File: src/matrix_adjugate_assert.svh
// Assertion macros for the matrix adjugate block
`ifndef MATRIX_ADJUGATE_ASSERT_SVH
`define MATRIX_ADJUGATE_ASSERT_SVH
`ifndef SYNTHESIS
`define MADJ_ASSERT_IMPL(label, clk, rst_n, prop) \
    label: assert property (@(posedge clk) disable iff (!rst_n) prop) \
        else $error("assertion failed");
`define MADJ_ASSERT_NEVER(label, clk, rst_n, expr) \
    label: assert property (@(posedge clk) disable iff (!rst_n) !(expr)) \
        else $error("forbidden condition");
`else
`define MADJ_ASSERT_IMPL(label, clk, rst_n, prop)
`define MADJ_ASSERT_NEVER(label, clk, rst_n, expr)
`endif
`endif

File: src/madj_pkg.sv
// Package: types and constants for the matrix adjugate block
package madj_pkg;
    localparam int MAX_ORDER    = 4;
    localparam int ELEMENT_BITS = 16;
    localparam int CELLS        = MAX_ORDER * MAX_ORDER;
    localparam int IDX_BITS     = $clog2(CELLS);
    localparam int ORD_BITS     = 3;
    localparam logic [ORD_BITS-1:0] ORDER_RESET = 3'd3;

    typedef enum logic [2:0] {
        ST_IDLE,
        ST_FETCH,
        ST_MUL,
        ST_ACC,
        ST_EMIT
    } state_t;

    // one multiply-accumulate request to the shared unit
    typedef struct packed {
        logic clear;
        logic load;
        logic negate;
    } mac_ctl_t;
endpackage

File: src/madj_mac.sv
// Shared multiply-accumulate unit: product registered, then added or subtracted
module madj_mac (
    input  logic                                 clk,
    input  logic                                 rst_n,
    input  madj_pkg::mac_ctl_t                   ctl,
    input  logic signed [madj_pkg::ELEMENT_BITS-1:0] elem,
    input  logic signed [31:0]                   factor,
    output logic signed [31:0]                   prod,
    output logic signed [63:0]                   acc
);
    import madj_pkg::*;

    logic signed [47:0] mul_full;
    logic signed [63:0] prod_reg;
    logic signed [63:0] acc_reg;
    logic signed [63:0] acc_next;

    // multiply stage (16 x 32 bits)
    assign mul_full = elem * factor;

    always_ff @(posedge clk)
    begin
        prod_reg <= 64'(mul_full);
    end

    // partial products of at most two elements fit in 32 bits
    assign prod = prod_reg[31:0];

    // accumulate stage
    always_comb
    begin
        acc_next = acc_reg;
        if (ctl.clear)
            acc_next = 64'sd0;
        else if (ctl.load)
            acc_next = ctl.negate ? acc_reg - prod_reg : acc_reg + prod_reg;
    end

    always_ff @(posedge clk or negedge rst_n)
    begin
        if (!rst_n)
            acc_reg <= 64'sd0;
        else
            acc_reg <= acc_next;
    end

    assign acc = acc_reg;
endmodule

File: src/matrix_adjugate.sv
// Top level: matrix adjugate by cofactor expansion on one shared MAC
//
//  channel   signals                          direction
//  config    matrix_order_we, matrix_order    in
//  element   start, element_value; busy       in; busy out
//  result    result_valid, adjugate_value,    out
//            last_element
//
// Elements load one per cycle; busy stays low while loading.
// After the last element each cofactor is summed over the permutations of its
// minor on one multiplier: each factor passes through FETCH and MUL, each
// product is added in ACC and each result is emitted in EMIT. busy is high until
// the last result has gone.
// Reset clears the order to 3 and the load count. Results cannot be stalled.
module matrix_adjugate (
    input  logic                                     clk,
    input  logic                                     rst_n,
    input  logic                                     matrix_order_we,
    input  logic [madj_pkg::ORD_BITS-1:0]            matrix_order,
    input  logic                                     start,
    output logic                                     busy,
    input  logic signed [madj_pkg::ELEMENT_BITS-1:0] element_value,
    output logic                                     result_valid,
    output logic signed [63:0]                       adjugate_value,
    output logic                                     last_element
);
    import madj_pkg::*;
`include "matrix_adjugate_assert.svh"

    // Sequencer: for output (i,j) remove row j, col i; the minor has order m=n-1.
    // Its determinant is the signed sum over the permutations of the minor
    // (at most 3! = 6 terms of 3 factors); each product is built by chained
    // passes through the shared unit.

    logic [ORD_BITS-1:0] order_reg;
    logic [4:0]          count_reg;
    logic signed [ELEMENT_BITS-1:0] mem [CELLS];
    state_t              state_reg, state_next;

    logic [2:0] n;
    logic [4:0] total;
    always_comb
    begin
        if (order_reg == 3'd0)
            n = 3'd1;
        else if (order_reg > 3'(MAX_ORDER))
            n = 3'(MAX_ORDER);
        else
            n = order_reg;
        total = 5'(n) * 5'(n);
    end

    logic accept;
    assign accept = start && !busy;

    // load counter and order register
    logic [4:0] wr_idx;
    assign wr_idx = (count_reg >= total) ? 5'd0 : count_reg;
    logic last_load;
    assign last_load = accept && (wr_idx + 5'd1 == total);

    always_ff @(posedge clk or negedge rst_n)
    begin
        if (!rst_n)
        begin
            order_reg <= ORDER_RESET;
            count_reg <= 5'd0;
        end
        else if (matrix_order_we)
        begin
            order_reg <= matrix_order;
            count_reg <= 5'd0;
        end
        else if (accept)
            count_reg <= last_load ? 5'd0 : wr_idx + 5'd1;
    end

    always_ff @(posedge clk)
    begin
        if (accept)
            mem[wr_idx[IDX_BITS-1:0]] <= element_value;
    end

    // iteration counters
    logic [3:0] out_reg, out_next;     // output index i*n+j
    logic [2:0] perm_reg, perm_next;   // permutation of minor
    logic [1:0] fac_reg, fac_next;     // factor within product
    logic signed [31:0] prod_reg, prod_next; // running product
    logic signed [ELEMENT_BITS-1:0] rd_reg;
    mac_ctl_t ctl;
    logic signed [63:0] acc;
    logic signed [31:0] mac_prod;

    logic [1:0] oi, oj;
    assign oi = (n == 3'd4) ? out_reg[3:2]
              : (n == 3'd3) ? ((out_reg >= 4'd6) ? 2'd2 : (out_reg >= 4'd3) ? 2'd1 : 2'd0)
              : (n == 3'd2) ? 2'(out_reg[1]) : 2'd0;
    assign oj = 2'(out_reg - 4'(oi) * 4'(n));
    logic [1:0] m;
    assign m = 2'(n - 3'd1);

    // permutation table of 3 elements: column chosen for minor row fac
    function automatic logic [1:0] perm_col(input logic [2:0] p, input logic [1:0] r);
        logic [5:0] e;
        begin
            case (p)
                3'd0: e = {2'd2, 2'd1, 2'd0};
                3'd1: e = {2'd1, 2'd2, 2'd0};
                3'd2: e = {2'd2, 2'd0, 2'd1};
                3'd3: e = {2'd0, 2'd2, 2'd1};
                3'd4: e = {2'd1, 2'd0, 2'd2};
                default: e = {2'd0, 2'd1, 2'd2};
            endcase
            perm_col = e[2*r +: 2];
        end
    endfunction

    // permutation parity and count for order m
    function automatic logic perm_odd(input logic [2:0] p, input logic [1:0] mm);
        begin
            if (mm == 2'd2)
                perm_odd = p[0];
            else
                perm_odd = (p == 3'd1) || (p == 3'd2) || (p == 3'd5);
        end
    endfunction
    logic [2:0] nperm;
    assign nperm = (m == 2'd3) ? 3'd6 : (m == 2'd2) ? 3'd2 : 3'd1;

    // minor row r (skip row oj of matrix), minor col c (skip col oi)
    logic [1:0] mr, mc, sr, sc;
    assign mr = fac_reg;
    assign mc = (m == 2'd2) ? ((perm_reg[0] ^ fac_reg[0]) ? 2'd1 : 2'd0)
              : perm_col(perm_reg, fac_reg);
    assign sr = (mr >= oj) ? mr + 2'd1 : mr;
    assign sc = (mc >= oi) ? mc + 2'd1 : mc;
    logic [3:0] raddr;
    assign raddr = 4'(4'(sr) * 4'(n) + 4'(sc));

    logic sign_neg;
    assign sign_neg = perm_odd(perm_reg, m) ^ oi[0] ^ oj[0];

    always_ff @(posedge clk)
    begin
        rd_reg <= mem[raddr];
    end

    madj_mac u_mac (
        .clk    (clk),
        .rst_n  (rst_n),
        .ctl    (ctl),
        .elem   (rd_reg),
        .factor (prod_reg),
        .prod   (mac_prod),
        .acc    (acc)
    );

    always_ff @(posedge clk or negedge rst_n)
    begin
        if (!rst_n)
        begin
            state_reg <= ST_IDLE;
            out_reg   <= 4'd0;
            perm_reg  <= 3'd0;
            fac_reg   <= 2'd0;
        end
        else
        begin
            state_reg <= state_next;
            out_reg   <= out_next;
            perm_reg  <= perm_next;
            fac_reg   <= fac_next;
        end
    end

    always_ff @(posedge clk)
    begin
        prod_reg <= prod_next;
    end

    // sequencer
    always_comb
    begin
        state_next = state_reg;
        out_next   = out_reg;
        perm_next  = perm_reg;
        fac_next   = fac_reg;
        prod_next  = prod_reg;
        ctl        = '0;
        busy       = 1'b1;
        result_valid = 1'b0;
        unique case (state_reg)
            ST_IDLE:
            begin
                busy = 1'b0;
                ctl.clear = 1'b1;
                out_next = 4'd0;
                perm_next = 3'd0;
                fac_next = 2'd0;
                prod_next = 32'sd1;
                if (last_load)
                    state_next = (n == 3'd1) ? ST_EMIT : ST_FETCH;
            end
            ST_FETCH:
            begin
                // partial product from the previous factor comes back
                if (fac_reg != 2'd0)
                    prod_next = mac_prod;
                state_next = ST_MUL;
            end
            ST_MUL:
            begin
                // shared unit multiplies rd by the running product
                if (fac_reg == m - 2'd1)
                    state_next = ST_ACC;
                else
                begin
                    fac_next = fac_reg + 2'd1;
                    state_next = ST_FETCH;
                end
            end
            ST_ACC:
            begin
                // MAC product register now holds rd * prod
                ctl.load = 1'b1;
                ctl.negate = sign_neg;
                prod_next = 32'sd1;
                fac_next = 2'd0;
                if (perm_reg + 3'd1 == nperm)
                    state_next = ST_EMIT;
                else
                begin
                    perm_next = perm_reg + 3'd1;
                    state_next = ST_FETCH;
                end
            end
            ST_EMIT:
            begin
                result_valid = 1'b1;
                ctl.clear = 1'b1;
                perm_next = 3'd0;
                fac_next = 2'd0;
                prod_next = 32'sd1;
                if (5'(out_reg) + 5'd1 == total)
                    state_next = ST_IDLE;
                else
                begin
                    out_next = out_reg + 4'd1;
                    state_next = ST_FETCH;
                end
            end
            default:
                state_next = ST_IDLE;
        endcase
    end

    assign adjugate_value = (n == 3'd1) ? 64'sd1 : acc;
    assign last_element = result_valid && (5'(out_reg) + 5'd1 == total);

    `MADJ_ASSERT_IMPL(a_last_ends, clk, rst_n, last_element |=> !busy)
    `MADJ_ASSERT_NEVER(a_res_idle, clk, rst_n, result_valid && !busy)
    `MADJ_ASSERT_IMPL(a_emit_once, clk, rst_n, (result_valid && !last_element) |=> !result_valid)
endmodule
File: config.mk
export PLATFORM = sky130hd
export DESIGN_NAME = matrix_adjugate
export DESIGN_NICKNAME = d
export VERILOG_FILES = /design/src/madj_pkg.sv /design/src/madj_mac.sv /design/src/matrix_adjugate.sv
export VERILOG_INCLUDE_DIRS = /design/src /design/src/src
export SDC_FILE = /design/constraint.sdc
export NUM_CORES = 2
export LEC_CHECK = 0
export BUFFER_PORTS_ARGS = -buffer_cell sky130_fd_sc_hd__buf_2
export CAP_MARGIN = 20
export CORE_ASPECT_RATIO = 1.75
export CORE_MARGIN = 1
export CORE_UTILIZATION = 30
export DETAILED_ROUTE_END_ITERATION = 6
export PLACE_DENSITY = 0.46
export SLEW_MARGIN = 5
export SYNTH_ARGS = -nofsm -noshare
export SYNTH_HDL_FRONTEND = slang
export SYNTH_SLANG_ARGS = --single-unit
File: constraint.sdc
create_clock -name clk -period 9.2 [get_ports clk]
set_input_delay 1.84 -clock clk [delete_from_list [all_inputs] [get_ports clk]]
set_output_delay 1.84 -clock clk [all_outputs]
set_load 0.05 [all_outputs]
==> results.json <==
{
  "outcome": "finished clean",
  "yosysWarnings": 0,
  "grt_max_degree": 92,
  "finalHoldViolCount": 0,
  "gp_congestion": 0.879,
  "slew_headroom": 0.270,
  "worst-path-buf-inv": 2,
  "clock_skew_ns": 0.0415,
  "nets": 4549,
  "worstMarginPinSlew_ns": 1.09,
  "post-route-min-period_ns": 8.08,
  "cp_slowest_cell": "a2111oi_0",
  "cts.sinks": 436,
  "drt-initial-drc-count": 1220,
  "report.final.slew_viol_count": 0,
  "postRouteAntennaNets": 0,
  "reg2reg_slack_ns": 1.12,
  "post_cts_resize_count": 0,
  "setup_viol": 0,
  "io_buffer_count": 89,
  "ys_seq_elements": 436,
  "drt_wl_total_mm": 120,
  "async_flop_share": 0.193,
  "grt_setup_unrepaired": "no",
  "hpwl_mm": 95.2,
  "clk_latency_ns": 0.61,
  "drive_gt1_frac": 0.0832,
  "routed_via_density": 4.92,
  "cts_tree": "yes",
  "grt_usage": 0.181,
  "netlist_area_um2": 39500,
  "vias": 27300,
  "worstSetupPathType": "flop to flop",
  "fillCellCount": 13300,
  "path_max_fanout": 18,
  "synth-main-ff-cell": "edfxtp_1",
  "fp.dieH_um": 482,
  "max_clock_freq_ghz": 0.124,
  "seq_area_um2": 12000,
  "tns_ns": 0,
  "crit_family": "compound AO/OA/AOI/OAI gates",
  "postCtsSetupBuffers": 0,
  "start_kind": "flop",
  "core-area_um2": 130000,
  "initial_core_util": 0.303,
  "numCtsBuffers": 43,
  "grt_pass1_wl_mm": 181,
  "area_growth_pct": 9.72,
  "die_w_um": 276,
  "ctsHoldBuffers": 0,
  "synth_cell_type_count": 77,
  "rows": 175,
  "ys_seq_area_frac": 0.304,
  "htreeDepth": 2,
  "min_path_type": "flop to flop",
  "post_drt_wl_per_cell_um": 21.6,
  "synth_edf_count": 288,
  "dr.pass1.iters": 5,
  "grt_pass1_vias": 29800,
  "largest_reg_flops": 256,
  "multi_input_area_um2": 24600,
  "ios": 90,
  "critical_path_arrival_ns": 8.58,
  "synth_nets": 4532,
  "avgSynthCellArea_um2": 10.4,
  "path_common_cell": "ha_1",
  "clk_pin_slew_ns": 0.07,
  "cp.required_ns": 9.71,
  "critPathCaptureType": "flop",
  "final_common_cell": "inv_1",
  "layout_common_cells": "inv_1 (606), fa_1 (489), nand2_1 (415), edfxtp_1 (288), and2_1 (221)",
  "antenna_found_initial": 4,
  "cts_buffer_depth": 3,
  "drc": 0,
  "max_stage_delay_ns": 0.82,
  "die_area_um2": 133000,
  "grt-ovfl-total": 0,
  "postSynthCellCount": 3812,
  "ctsRootBufferMaster": "clkbuf_16",
  "max_cap_viol_count": 0,
  "period_share": 0.878
}
[cell families after synthesis]
group	synth area share
other cells	0.0000949
xor+xnor	0.0392
mux	0.0477
fa+ha+maj	0.313
compound gates	0.0837
flops	0.304
simple gates	0.137
buf+inv	0.0744
[path summary, 6_finish.rpt]
| path | start | end | cells past startpoint |
|---|---|---|---|
| setup / recovery | order_reg[1] | u_mac.acc[57] | 26 |
| hold / removal | order_reg[0] | order_reg[0] | 2 |
| setup reg to reg | order_reg[1] | u_mac.acc[57] | 26 |
| hold reg to reg | order_reg[0] | order_reg[0] | 2 |
| max in group asynchronous | rst_n | u_mac.acc[39] | 2 |
| min in group asynchronous | rst_n | u_mac.acc[52] | 1 |
[tightest hold or removal path: cells and delay by family (launching register included)]
kind | cells | cell delay (ns)
DFF | 1 | 0.36
AOI/OAI and AO/OA | 1 | 0.08
buffers and inverters | 1 | 0.06
[synthesized netlist by cell type, types with 78 or more instances]
| cell | number | area, um2 |
|---|---|---|
| clkbuf_1 | 165 | 619 |
| and2_1 | 222 | 1390 |
| a21oi_1 | 171 | 856 |
| fa_1 | 489 | 9790 |
| dfrtp_1 | 82 | 2050 |
| edfxtp_1 | 288 | 8650 |
| nor2_1 | 135 | 507 |
| nor2b_1 | 78 | 488 |
| mux4_2 | 80 | 1800 |
| ha_1 | 208 | 2600 |
| inv_1 | 606 | 2270 |
| xnor2_1 | 117 | 1020 |
| o21ai_0 | 141 | 706 |
| nand2_1 | 416 | 1560 |
[per-stage QoR]
stage                     cells  hold slack, ns  area, um2   util  setup WS [ns]
after floorplan            3812           0.469      39500      -           2.16
after global placement     5465           0.488      41900  0.322           1.28
after detailed placement   5465           0.505      41900  0.322           1.24
after CTS                  5541           0.522      43400  0.333           1.22
after global routing       5542           0.563      43400  0.333          0.425
final                      5542           0.512      43400  0.333           1.12
[per-layer routing]
metal / track usage / vias up / wire (um)
met1: 0.177 / 14100 / 40800
met4: 0.0827 / 0 / 5570
li1: - / 12500 / -
met5: 0 / - / 0
met3: 0.0128 / 206 / 2480
met2: 0.378 / 481 / 70800
[layout make-up]
type,instances,area share
inverters,607,0.0525
diodes,1,0.0000577
multi-input cells,2593,0.567
well taps,1681,0.0485
repair buffers,148,0.0208
flip-flops and latches,436,0.277
clock buffers,53,0.0261
clock inverters,23,0.00718
Power is not shown: default switching activity piles up to over one toggle a cycle in this logic, so the estimate is an artifact.
